--- config.mk ---
export PLATFORM = sky130hd
export DESIGN_NAME = hill_2x2_decrypt_top
export DESIGN_NICKNAME = d
export VERILOG_FILES = /design/src/hdl/hill_pkg.sv /design/src/hdl/hill_key.sv /design/src/hdl/hill_front.sv /design/src/hdl/hill_fifo.sv /design/src/hdl/hill_back.sv /design/src/hdl/hill_2x2_decrypt_top.sv
export SDC_FILE = /design/constraint.sdc
export NUM_CORES = 2
export LEC_CHECK = 0
export BUFFER_PORTS_ARGS = -buffer_cell sky130_fd_sc_hd__buf_2
export CAP_MARGIN = 20
export CORE_MARGIN = 2
export CORE_UTILIZATION = 35
export DETAILED_ROUTE_END_ITERATION = 8
export GPL_ROUTABILITY_DRIVEN = 0
export PLACE_DENSITY_LB_ADDON = 0.05
export SETUP_SLACK_MARGIN = 0.2
export SLEW_MARGIN = 5
export SYNTH_ARGS = -nofsm -noshare
export SYNTH_HDL_FRONTEND = slang
export SYNTH_HIERARCHICAL = 1
export SYNTH_SLANG_ARGS = --single-unit
--- constraint.sdc ---
create_clock -name clk -period 14.1 [get_ports clk]
set_input_delay 0 -clock clk [delete_from_list [all_inputs] [get_ports clk]]
set_output_delay 0 -clock clk [all_outputs]
set_load 0.02 [all_outputs]
--- src/hdl/hill_pkg.sv ---
// shared types, constants and mod-26 helpers for the 2x2 hill cipher decryptor
// no dependencies; imported by every hill_* module
package hill_pkg;

    localparam int CHAR_W     = 8;
    localparam int LETTER_W   = 5;
    localparam int KEY_W      = 5;
    localparam int PROD_W     = 10;
    localparam int SUM_W      = 11;
    localparam int QDEPTH     = 4;
    localparam int QPTR_W     = 2;
    localparam int QCNT_W     = 3;
    localparam int SETTLE_W   = 2;

    localparam logic [LETTER_W-1:0] ALPHA      = 5'd26;
    localparam logic [CHAR_W-1:0]   BASE_CHAR  = 8'd97;
    // 260 - 97, keeps the letter offset non-negative
    localparam logic [SUM_W-1:0]    LETTER_OFS = 11'd163;
    // 26 * 26, keeps the determinant non-negative
    localparam logic [SUM_W-1:0]    DET_OFS    = 11'd676;
    // cycles the derived key needs after a register write
    localparam logic [SETTLE_W-1:0] KEY_SETTLE = 2'd3;

    localparam logic [LETTER_W-1:0] INV_TABLE [26] = '{
        5'd0, 5'd1, 5'd0, 5'd9, 5'd0, 5'd21, 5'd0, 5'd15, 5'd0, 5'd3, 5'd0, 5'd19, 5'd0,
        5'd0, 5'd0, 5'd7, 5'd0, 5'd23, 5'd0, 5'd11, 5'd0, 5'd5, 5'd0, 5'd17, 5'd0, 5'd25
    };

    typedef enum logic [1:0] {
        CFG_KEY_A = 2'd0,
        CFG_KEY_B = 2'd1,
        CFG_KEY_C = 2'd2,
        CFG_KEY_D = 2'd3
    } cfg_index_t;

    typedef enum logic {
        KIND_PASS = 1'b0,
        KIND_PAIR = 1'b1
    } entry_kind_t;

    typedef struct packed {
        logic [CHAR_W-1:0] in_char;
        logic              end_of_message;
    } in_item_t;

    typedef struct packed {
        logic [CHAR_W-1:0] out_char;
        logic              last_of_run;
        logic              key_invertible;
    } out_item_t;

    typedef struct packed {
        logic [LETTER_W-1:0] ia;
        logic [LETTER_W-1:0] ib;
        logic [LETTER_W-1:0] ic;
        logic [LETTER_W-1:0] id;
        logic                invertible;
        logic                busy;
    } key_coef_t;

    typedef struct packed {
        entry_kind_t         kind;
        logic [CHAR_W-1:0]   raw;
        logic [LETTER_W-1:0] x0;
        logic [LETTER_W-1:0] x1;
    } qentry_t;

    // x mod 26 by reciprocal multiply (2521 / 2^16) and one correction step
    function automatic logic [LETTER_W-1:0] mod26(input logic [SUM_W-1:0] x);
        logic [22:0] prod;
        logic [6:0]  q;
        logic [11:0] r;
        prod = {12'd0, x} * 23'd2521;
        q    = prod[22:16];
        r    = {1'b0, x} - ({5'd0, q} * 12'd26);
        if (r >= 12'd26)
        begin
            r = r - 12'd26;
        end
        return r[LETTER_W-1:0];
    endfunction

    function automatic logic [LETTER_W-1:0] mul_mod26(input logic [LETTER_W-1:0] a,
                                                      input logic [LETTER_W-1:0] b);
        logic [SUM_W-1:0] p;
        p = {6'd0, a} * {6'd0, b};
        return mod26(p);
    endfunction

    function automatic logic [LETTER_W-1:0] letter_of(input logic [CHAR_W-1:0] ch);
        return mod26({3'd0, ch} + LETTER_OFS);
    endfunction

endpackage

--- src/hdl/hill_key.sv ---
// key registers and the derived inverse key matrix, built over a short pipeline
// depends on hill_pkg
module hill_key (
    input  logic                        clk,
    input  logic                        rst_n,
    input  logic                        cfg_we,
    input  hill_pkg::cfg_index_t        cfg_index,
    input  logic [hill_pkg::KEY_W-1:0]  cfg_data,
    output hill_pkg::key_coef_t         coef
);
    import hill_pkg::*;

    logic [KEY_W-1:0]    a_reg, b_reg, c_reg, d_reg;
    logic [KEY_W-1:0]    key_next;
    logic [PROD_W-1:0]   ad_reg, bc_reg;
    logic [LETTER_W-1:0] det_reg, det_next;
    logic [LETTER_W-1:0] inv_reg;
    logic [LETTER_W-1:0] ia_reg, ib_reg, ic_reg, id_reg;
    logic [LETTER_W-1:0] b_neg, c_neg;
    logic [SETTLE_W-1:0] settle_reg, settle_next;

    // entries are kept already reduced mod 26
    always_comb
    begin
        key_next = (cfg_data >= ALPHA) ? (cfg_data - ALPHA) : cfg_data;
        det_next = mod26({1'b0, ad_reg} + DET_OFS - {1'b0, bc_reg});
        b_neg    = (b_reg == '0) ? '0 : (ALPHA - b_reg);
        c_neg    = (c_reg == '0) ? '0 : (ALPHA - c_reg);
        if (cfg_we)
        begin
            settle_next = KEY_SETTLE;
        end
        else if (settle_reg != '0)
        begin
            settle_next = settle_reg - 1'b1;
        end
        else
        begin
            settle_next = settle_reg;
        end
    end

    always_ff @(posedge clk or negedge rst_n)
    begin
        if (!rst_n)
        begin
            a_reg      <= '0;
            b_reg      <= '0;
            c_reg      <= '0;
            d_reg      <= '0;
            ad_reg     <= '0;
            bc_reg     <= '0;
            det_reg    <= '0;
            inv_reg    <= '0;
            ia_reg     <= '0;
            ib_reg     <= '0;
            ic_reg     <= '0;
            id_reg     <= '0;
            settle_reg <= '0;
        end
        else
        begin
            if (cfg_we)
            begin
                unique case (cfg_index)
                    CFG_KEY_A: a_reg <= key_next;
                    CFG_KEY_B: b_reg <= key_next;
                    CFG_KEY_C: c_reg <= key_next;
                    CFG_KEY_D: d_reg <= key_next;
                    default:   a_reg <= a_reg;
                endcase
            end
            ad_reg     <= {5'd0, a_reg} * {5'd0, d_reg};
            bc_reg     <= {5'd0, b_reg} * {5'd0, c_reg};
            det_reg    <= det_next;
            inv_reg    <= INV_TABLE[det_reg];
            ia_reg     <= mul_mod26(inv_reg, d_reg);
            ib_reg     <= mul_mod26(inv_reg, b_neg);
            ic_reg     <= mul_mod26(inv_reg, c_neg);
            id_reg     <= mul_mod26(inv_reg, a_reg);
            settle_reg <= settle_next;
        end
    end

    // inverse matrix lands the cycle after invertibility; the back end reads it later still
    assign coef = '{ia: ia_reg, ib: ib_reg, ic: ic_reg, id: id_reg,
                    invertible: (inv_reg != '0),
                    busy: (settle_reg != '0) || cfg_we};

    a_busy_after_write: assert property (@(posedge clk) disable iff (!rst_n)
        cfg_we |=> coef.busy)
        else $error("key pipeline not busy after a write");

endmodule

--- src/hdl/hill_front.sv ---
// input side: takes characters, pairs them up and classifies them into queue entries
// depends on hill_pkg
module hill_front (
    input  logic                clk,
    input  logic                rst_n,
    input  logic                in_valid,
    output logic                in_ready,
    input  hill_pkg::in_item_t  in_data,
    input  hill_pkg::key_coef_t coef,
    input  logic                q_full,
    output logic                q_push,
    output hill_pkg::qentry_t   q_entry
);
    import hill_pkg::*;

    logic                pending_reg, pending_next;
    logic [LETTER_W-1:0] held_reg, held_next;
    logic [LETTER_W-1:0] letter;
    logic                accept;

    always_comb
    begin
        in_ready     = !coef.busy && !q_full;
        accept       = in_valid && in_ready;
        letter       = letter_of(in_data.in_char);
        q_push       = 1'b0;
        q_entry      = '{kind: KIND_PASS, raw: in_data.in_char, x0: held_reg, x1: letter};
        pending_next = pending_reg;
        held_next    = held_reg;
        if (accept)
        begin
            if (!coef.invertible)
            begin
                q_push       = 1'b1;
                pending_next = 1'b0;
            end
            else if (!pending_reg)
            begin
                // odd char carrying the end mark is dropped
                pending_next = !in_data.end_of_message;
                held_next    = letter;
            end
            else
            begin
                q_push       = 1'b1;
                q_entry.kind = KIND_PAIR;
                pending_next = 1'b0;
            end
        end
    end

    always_ff @(posedge clk or negedge rst_n)
    begin
        if (!rst_n)
        begin
            pending_reg <= 1'b0;
        end
        else
        begin
            pending_reg <= pending_next;
        end
    end

    always_ff @(posedge clk)
    begin
        held_reg <= held_next;
    end

endmodule

--- src/hdl/hill_fifo.sv ---
// short queue of classified entries between the front and back ends
// depends on hill_pkg
module hill_fifo (
    input  logic              clk,
    input  logic              rst_n,
    input  logic              push,
    input  hill_pkg::qentry_t entry_in,
    output logic              full,
    input  logic              pop,
    output hill_pkg::qentry_t entry_out,
    output logic              empty
);
    import hill_pkg::*;

    qentry_t             mem [QDEPTH];
    logic [QPTR_W-1:0]   wr_ptr_reg, rd_ptr_reg;
    logic [QCNT_W-1:0]   count_reg, count_next;

    always_comb
    begin
        full       = (count_reg == QCNT_W'(QDEPTH));
        empty      = (count_reg == '0);
        entry_out  = mem[rd_ptr_reg];
        count_next = count_reg;
        if (push && !pop)
        begin
            count_next = count_reg + 1'b1;
        end
        else if (pop && !push)
        begin
            count_next = count_reg - 1'b1;
        end
    end

    always_ff @(posedge clk or negedge rst_n)
    begin
        if (!rst_n)
        begin
            wr_ptr_reg <= '0;
            rd_ptr_reg <= '0;
            count_reg  <= '0;
        end
        else
        begin
            if (push)
            begin
                wr_ptr_reg <= wr_ptr_reg + 1'b1;
            end
            if (pop)
            begin
                rd_ptr_reg <= rd_ptr_reg + 1'b1;
            end
            count_reg <= count_next;
        end
    end

    always_ff @(posedge clk)
    begin
        if (push)
        begin
            mem[wr_ptr_reg] <= entry_in;
        end
    end

    a_no_overflow: assert property (@(posedge clk) disable iff (!rst_n)
        !(push && full))
        else $error("queue written while full");

    a_no_underflow: assert property (@(posedge clk) disable iff (!rst_n)
        !(pop && empty))
        else $error("queue read while empty");

endmodule

--- src/hdl/hill_back.sv ---
// back end: matrix products or pass-through, mod-26 reduction and the output register
// depends on hill_pkg
module hill_back (
    input  logic                clk,
    input  logic                rst_n,
    input  logic                q_empty,
    input  hill_pkg::qentry_t   q_head,
    output logic                q_pop,
    input  hill_pkg::key_coef_t coef,
    output logic                out_valid,
    input  logic                out_ready,
    output hill_pkg::out_item_t out_data
);
    import hill_pkg::*;

    logic              s1_valid_reg, s1_valid_next;
    logic              s1_phase_reg, s1_phase_next;
    entry_kind_t       s1_kind_reg;
    logic [CHAR_W-1:0] s1_raw_reg;
    logic [SUM_W-1:0]  s1_sum0_reg, s1_sum1_reg;
    logic [SUM_W-1:0]  sum0, sum1;
    logic              out_valid_reg, out_valid_next;
    out_item_t         out_reg, out_next;
    logic              s2_load, s1_done;

    always_comb
    begin
        sum0 = ({6'd0, coef.ia} * {6'd0, q_head.x0}) + ({6'd0, coef.ib} * {6'd0, q_head.x1});
        sum1 = ({6'd0, coef.ic} * {6'd0, q_head.x0}) + ({6'd0, coef.id} * {6'd0, q_head.x1});

        s2_load = s1_valid_reg && (!out_valid_reg || out_ready);
        s1_done = s2_load && ((s1_kind_reg == KIND_PASS) || s1_phase_reg);
        q_pop   = !q_empty && (!s1_valid_reg || s1_done);

        s1_valid_next = q_pop ? 1'b1 : (s1_done ? 1'b0 : s1_valid_reg);
        s1_phase_next = q_pop ? 1'b0 : ((s2_load && !s1_done) ? 1'b1 : s1_phase_reg);

        case (s1_kind_reg)
            KIND_PAIR:
            begin
                out_next.out_char       = {3'd0, mod26(s1_phase_reg ? s1_sum1_reg : s1_sum0_reg)}
                                          + BASE_CHAR;
                out_next.last_of_run    = s1_phase_reg;
                out_next.key_invertible = 1'b1;
            end
            default:
            begin
                out_next.out_char       = s1_raw_reg;
                out_next.last_of_run    = 1'b1;
                out_next.key_invertible = 1'b0;
            end
        endcase

        out_valid_next = s2_load ? 1'b1 : (out_ready ? 1'b0 : out_valid_reg);
    end

    always_ff @(posedge clk or negedge rst_n)
    begin
        if (!rst_n)
        begin
            s1_valid_reg  <= 1'b0;
            s1_phase_reg  <= 1'b0;
            out_valid_reg <= 1'b0;
        end
        else
        begin
            s1_valid_reg  <= s1_valid_next;
            s1_phase_reg  <= s1_phase_next;
            out_valid_reg <= out_valid_next;
        end
    end

    always_ff @(posedge clk)
    begin
        if (q_pop)
        begin
            s1_kind_reg <= q_head.kind;
            s1_raw_reg  <= q_head.raw;
            s1_sum0_reg <= sum0;
            s1_sum1_reg <= sum1;
        end
        if (s2_load)
        begin
            out_reg <= out_next;
        end
    end

    assign out_valid = out_valid_reg;
    assign out_data  = out_reg;

    a_phase_only_pair: assert property (@(posedge clk) disable iff (!rst_n)
        (s1_valid_reg && s1_phase_reg) |-> (s1_kind_reg == KIND_PAIR))
        else $error("second beat on a pass-through entry");

    a_pop_frees_stage: assert property (@(posedge clk) disable iff (!rst_n)
        q_pop |=> s1_valid_reg && !s1_phase_reg)
        else $error("work stage not loaded after pop");

endmodule

--- src/hdl/hill_2x2_decrypt_top.sv ---
// top level of the 2x2 hill cipher decryptor: key unit, front end, queue, back end
// depends on hill_pkg, hill_key, hill_front, hill_fifo, hill_back
//
// usage:
//   in channel (in_valid/in_ready/in_data) takes one ciphertext byte per beat, with an
//   end-of-message flag. out channel (out_valid/out_ready/out_data) gives decrypted letters.
//   with an invertible key each second character of a pair yields two beats; the first
//   character yields none, and an odd character carrying the end mark is dropped.
//   with a non-invertible key every byte comes back unchanged in one beat.
//   key registers are written through cfg_we/cfg_index/cfg_data; in_ready is low in the
//   write cycle and after it while the inverse key is rebuilt.
//   a result passes the queue write, the product stage and the output register in that
//   order; the second of a pair comes from the same product stage once the output is free.
//   throughput: one input beat per cycle while in_ready is high; the back end drains one
//   result per cycle while out_ready is high, set by its single output register, and the
//   4-entry queue absorbs pair bursts. a stalled receiver holds the output register, then
//   the back end, then fills the queue, after which in_ready drops.
//   reset clears the key to zero (not invertible), the pairing state and the queue.
module hill_2x2_decrypt_top (
    input  logic                        clk,
    input  logic                        rst_n,
    input  logic                        in_valid,
    output logic                        in_ready,
    input  hill_pkg::in_item_t          in_data,
    output logic                        out_valid,
    input  logic                        out_ready,
    output hill_pkg::out_item_t         out_data,
    input  logic                        cfg_we,
    input  hill_pkg::cfg_index_t        cfg_index,
    input  logic [hill_pkg::KEY_W-1:0]  cfg_data
);
    import hill_pkg::*;

    key_coef_t coef;
    qentry_t   push_entry, head_entry;
    logic      q_push, q_pop, q_full, q_empty;

    hill_key u_key (
        .clk       (clk),
        .rst_n     (rst_n),
        .cfg_we    (cfg_we),
        .cfg_index (cfg_index),
        .cfg_data  (cfg_data),
        .coef      (coef)
    );

    hill_front u_front (
        .clk      (clk),
        .rst_n    (rst_n),
        .in_valid (in_valid),
        .in_ready (in_ready),
        .in_data  (in_data),
        .coef     (coef),
        .q_full   (q_full),
        .q_push   (q_push),
        .q_entry  (push_entry)
    );

    hill_fifo u_fifo (
        .clk       (clk),
        .rst_n     (rst_n),
        .push      (q_push),
        .entry_in  (push_entry),
        .full      (q_full),
        .pop       (q_pop),
        .entry_out (head_entry),
        .empty     (q_empty)
    );

    hill_back u_back (
        .clk       (clk),
        .rst_n     (rst_n),
        .q_empty   (q_empty),
        .q_head    (head_entry),
        .q_pop     (q_pop),
        .coef      (coef),
        .out_valid (out_valid),
        .out_ready (out_ready),
        .out_data  (out_data)
    );

endmodule

-- Yosys cells after proc, flatten, opt, wreduce, memory -nomap -nowiden
Memories as Yosys holds them, arrays and structs flattened. A register that Yosys moved wholly into a read port is not among the register bits.
Index checks and enable logic that the tools add are counted.
- add/sub/neg operators: 28
- multipliers: 24
- magnitude comparators: 8
- eq/ne operators: 4
- mux-type cells: 32
- bitwise gates (word level): 3
- reduce and logical (&&, ||, !) cells: 38
- operator list (operator ; number):
    multiplier 5 x 5 -> 10 bit ; 10
    multiplier 10 x 12 -> 22 bit (second input constant) ; 4
    >= comparator 12 x 5 -> 1 bit (second input constant) ; 7
    multiplier 11 x 12 -> 23 bit (second input constant) ; 3
    two-way mux 5 bit ; 11
    subtractor 10 x 11 -> 12 bit ; 4
    multiplier 6 x 4 -> 10 bit (second input constant) ; 4
    subtractor 5 bit (second input constant) ; 8
    multiplier 7 x 4 -> 11 bit (second input constant) ; 3
    subtractor 11 x 12 -> 12 bit ; 2
    adder 10 x 10 -> 11 bit ; 2
    two-way mux 1 bit ; 15
    nonzero test 2 bit ; 6
    subtractor 9 x 12 -> 12 bit ; 1
    adder 10 x 10 -> 11 bit (second input constant) ; 1
    two-way mux 11 bit ; 1
    subtractor 11 x 10 -> 11 bit ; 1
    logical NOT 1 bit ; 10
    logical NOT 5 bit ; 2
    two-way mux 10 bit ; 1
    subtractor 5 bit (first input constant) ; 2
    adder 8 x 8 -> 9 bit (second input constant) ; 1
    adder 5 x 7 -> 8 bit (second input constant) ; 1
    logical AND 1 bit ; 8
    other kinds (18) ; 29
- flip-flop bits (word level): 124
- RAM bits: 76
- ROM bits: 160
- bits of input ports: 21
- memories kept: 2
- memory list (memory ; depth ; width ; read ports ; clocked after memory_dff ; wr ports ; line ; source):
    (no name shown) ; 32 ; 5 ; 1 ; 1 ; 0 ; hill_key.sv:76 ; inv_reg <= INV_TABLE[det_reg];
    u_fifo.mem ; 4 ; 19 ; 1 ; 0 ; 1 ; hill_fifo.sv:15 ; qentry_t mem [QDEPTH];

-- Depth between registers and ports, before layout
- depth after elaboration: 10
- mapped depth: 52
- gate-level depth less buffers: 51

-- Cells and area by module
Netlist, hierarchy kept.
- modules (own cells, without submodules) (module ; instances ; cells an instance ; area an instance (µm²) ; seq. area each (µm²)):
    hill_key ; 1 ; 2414 ; 22042.4 ; 1801.7
    hill_back ; 1 ; 867 ; 8541.9 ; 1306.3
    hill_fifo ; 1 ; 133 ; 3136.8 ; 2457.4
    hill_front ; 1 ; 345 ; 3079.2 ; 175.2

-- Worst setup path before layout
Ideal clock, no wire load.
- path type: reg2reg
- from: reg u_key.c_reg[0]
- to: reg u_key.ic_reg[4]
- setup time: 0.119 ns
- arrival time: 10.862 ns
- path slack: 3.119 ns
- cell stages (with the launch flop): 49
- buffers on the path: 1
- period minus slack after synthesis: 10.981 ns
- cells stage by stage: dfrtp_1 clkbuf_1 inv_1 ha_1 nand2b_1 a21oi_1 nor2_1 nand2_1 fa_1 fa_1 fa_1 inv_1 ha_1 nor2b_1 o311ai_1 o311ai_4 a21oi_1 o211ai_1 (+13 left out) o21bai_1 xor2_1 ha_1 inv_1 fa_1 inv_1 ha_1 a21o_1 a21oi_1 o21bai_1 a21oi_1 xor2_1 ha_1 o21ai_0 a31o_2 a221oi_2 o211ai_2 a21bo_1
- cells in the longest elaborated chain, start to end: 8
- RTL lines (item ; line ; source):
    start: declaration ; hill_key.sv:13 ; logic [KEY_W-1:0] a_reg, b_reg, c_reg, d_reg;
    start signal: assignment ; hill_key.sv:68 ; CFG_KEY_C: c_reg <= key_next;
    subtractor 5 bit / logical NOT 5 bit (equally long branches) ; hill_key.sv:28 ; c_neg = (c_reg == '0) ? '0 : (ALPHA - c_reg);
    two-way mux 5 bit * ; hill_key.sv:28 ;
    multiplier 5 x 5 -> 10 bit * ; hill_pkg.sv:86 ; p = {6'd0, a} * {6'd0, b};
    multiplier 10 x 12 -> 22 bit ; hill_pkg.sv:73 ; prod = {12'd0, x} * 23'd2521;
    multiplier 6 x 4 -> 10 bit ; hill_pkg.sv:75 ; r = {1'b0, x} - ({5'd0, q} * 12'd26);
    subtractor 10 x 11 -> 12 bit * ; hill_pkg.sv:75 ;
    >= comparator 12 x 5 -> 1 bit / subtractor 5 bit (equally long branches) ; hill_pkg.sv:76, hill_pkg.sv:78 ;
    two-way mux 5 bit * ; hill_pkg.sv:76 ; if (r >= 12'd26)
    end signal: assignment ; hill_key.sv:79 ; ic_reg <= mul_mod26(inv_reg, c_neg);
    end: declaration ; hill_key.sv:18 ; logic [LETTER_W-1:0] ia_reg, ib_reg, ic_reg, id_reg;
Mark *: on every way between the ends. The rest lies on a longest branch, timed or not.
A chain may end at the register's enable or synchronous reset.

-- Worst setup path after layout
- from: reg u_key.c_reg[0]
- to: reg u_key.ic_reg[3]
The elaborated chain is that of the path after synthesis.

==> impl_metrics.py <==
metrics = {
    "routing": {
        "route.met2.wl_mm": 35.4,
        "first_pass_iters": 5,
        "ant_nets": 0,
        "vias": 24700,
        "top_layer_used": "met4",
        "drt_iter0_drc": 951,
        "postRouteWirelength_mm": 80.9,
        "route.met3.wl_mm": 1.29,
        "drcViolationCount": 0,
        "m1WireLength_mm": 43.6,
        "wl_per_cell_um": 15.5,
        "via_per_inst": 4.75,
    },
    "critical_path": {
        "cp.required_ns": 14.61,
        "cp-end-kind": "flip-flop",
        "rrSetupSlack_ns": 1.93,
        "slowest_delay_ns": 0.72,
        "cp_max_fo": 12,
        "cp_num_buf_inv": 8,
        "crit_family": "adder cells",
        "crit_top_cell": "inv_1",
        "worst_setup_path_start_kind": "flip-flop",
        "path_class": "reg2reg",
        "slowest_stage": "xnor2_1",
        "cp.arrival_ns": 12.68,
    },
    "finish": {
        "largest_reg_flops": 76,
        "area_delta_synth_final_pct": 8.05,
        "nets": 5014,
        "num_antenna_cells": 0,
        "fillers": 10600,
        "drive_gt1_share_pct": 5.17,
    },
    "clock_tree": {
        "cts_root_buf": "clkbuf_16",
        "cts_sinks": 205,
        "cts_max_level": 1,
        "cts_inserted_buffers": 27,
        "cts_tree": "built",
        "clkLatencyLatePin_ns": 0.58,
        "clk_pin_slew_worst_paths_ns": 0.06,
        "clk_path_buf_depth": 3,
    },
    "timing": {
        "setup_ws_ns": 1.93,
        "fmax_ghz": 0.0822,
        "fin_crit_sh_pct": 86.3,
        "tightest_slew_ns": 1.07,
        "setup-tns-final_ns": 0,
        "fin_crit_ns": 12.17,
        "slew_violations": 0,
        "clock_skew_ns": 0.0181,
        "rsz0062_at_grt": "no",
        "final_hold_viol_count": 0,
        "setup_viol_count_final": 0,
        "slew_headroom_pct": 28.5,
    },
    "global_routing": {
        "gr-total-overflow": 0,
        "grt_start_max_net_pins": 64,
        "grt_pass1_vias": 25800,
        "track_usage_pct": 15.5,
        "antenna_found_initial": 2,
        "grt_pass1_wl_mm": 137,
    },
    "synth": {
        "synth_area_leaders": "ha_1 (28%), fa_1 (20%), edfxtp_1 (10%)",
        "synthCells": 3759,
        "synth_fp_nets": 4967,
        "synth-seq-area-share_pct": 15.6,
        "ys_types": 117,
        "ys_ff_latch": 205,
        "syn_avg_cell_area_um2": 9.79,
        "yosys.area.top_type": "ha_1",
        "netlist_area_um2": 36800,
        "synth_top_area_share_pct": 28.0,
        "synth-edff-count": 122,
        "ys.flop_type": "edfxtp_1",
        "synthArstFlopShare_pct": 40.5,
        "yosysWarnings": 6,
    },
    "placement": {
        "dp_hpwl_mm": 69.3,
        "io_buffer_count": 32,
        "preCtsSetupSlack_ns": 1.86,
    },
    "floorplan": {
        "die_x_um": 328,
        "io-pin-count": 33,
        "initial_utilization_pct": 35.4,
        "core_area_um2": 104000,
        "fp-row-count": 118,
        "fp.dieH_um": 328,
        "die_area_um2": 108000,
    },
    "worst_hold_path": {
        "hp-class": "in2reg",
    },
    "run": {
        "drv_cap": 0,
    },
    "outcome": {
        "outcome": "complete, no violations",
    },
}
-- path summary, 6_finish.rpt --
path | startpoint | endpoint | cells past startpoint
setup / recovery | u_key/c_reg[0] | u_key/ic_reg[3] | 43
hold / removal | cfg_data[3] | u_key/b_reg[3] | 3
setup reg to reg | u_key/c_reg[0] | u_key/ic_reg[3] | 43
hold reg to reg | u_fifo/count_reg[2] | u_fifo/count_reg[2] | 1
max in group asynchronous | rst_n | u_key/det_reg[4] | 4
min in group asynchronous | rst_n | u_back/out_valid | 4
-- worst reg2reg max path: cells and delay by family (launching register included) --
kind / cells / cell delay [ns]
AO/OA/AOI/OAI: 7 / 1.42
XOR/XNOR: 3 / 1.19
AND/OR/NAND/NOR: 10 / 2.21
buffers and inverters: 8 / 0.60
multiplexers: 1 / 0.12
adder cells (fa/ha/maj): 14 / 5.95
flip-flops: 1 / 0.61
-- cell usage in the layout, fill, tap and decap left out, types with 34 or more instances in the layout --
cell type  synthesis  layout
inv_1            762     762
nand2_1          209     209
a21o_1            55      55
edfxtp_1         122     122
dfrtp_1           83      83
and2_1           133     133
a21oi_1          162     161
xor2_1            95      95
nor2b_1           34      34
o21ai_0           87      87
nand2b_1          44      44
fa_1             363     363
xnor2_1           99      99
nor2_1           123     123
o21bai_1          35      35
ha_1             824     824
-- layer usage --
metal	vias up	GRT usage (%)
met1	11900	23.6
met3	36	0.868
li1	12700	-
met4	0	1.62
met5	-	0
met2	144	24.9
-- what timing repair did --
| action | CTS | global route |
|---|---|---|
| endpoints found under the hold margin | 88 | 0 |
| gates resized for setup | 0 | 0 |
| setup buffers | 0 | 0 |
| hold buffers | 23 | 0 |
-- cell families (layout without fill, tap and decap cells) --
logic type,after synthesis,after routing,share of synthesized area (%)
DFF,205,205,15.6
and+or+nand+nor,715,715,10.1
adders and majority gates,1187,1187,47.8
AOI/OAI and AO/OA,561,561,10.5
buffers and inverters,825,893,8.63
muxes,69,69,2.61
xor gates and xnor gates,197,197,4.75
-- area by class of cell --
cell class	instances	area (um2)	share of cell area [%]
Multi-Input combinational cell	2729	27900	70.2
Sequential cell	205	5740	14.4
Inverter	766	2880	7.23
Tap cell	1380	1730	4.34
Clock buffer	36	769	1.94
Timing Repair Buffer	77	596	1.50
Clock inverter	14	159	0.400
-- per-stage QoR --
stage                     hold slack (ns)  std cells  instance area [um2]  utilization, %
after floorplan                    -0.296       3759                36800               -
after global placement            -0.0587       5132                38600            37.1
after detailed placement          -0.0604       5132                38600            37.1
after CTS                          0.0254       5205                39700            38.2
after global routing               0.0816       5207                39800            38.3
final                              0.0690       5207                39800            38.3
-- cell usage after synthesis, types with 32 or more instances --
master    instances
fa_1            363
and2_1          133
a21oi_1         162
nor2b_1          34
dfrtp_1          83
ha_1            824
xnor2_1          99
o21ai_0          87
xor2_1           95
edfxtp_1        122
clkbuf_1         39
o21bai_1         35
mux2i_1          32
inv_1           762
nand2_1         209
a21o_1           55
nor2_1          123
nand2b_1         44
Power is not shown: default switching activity piles up to over one toggle a cycle in this logic, so the estimate is an artifact.
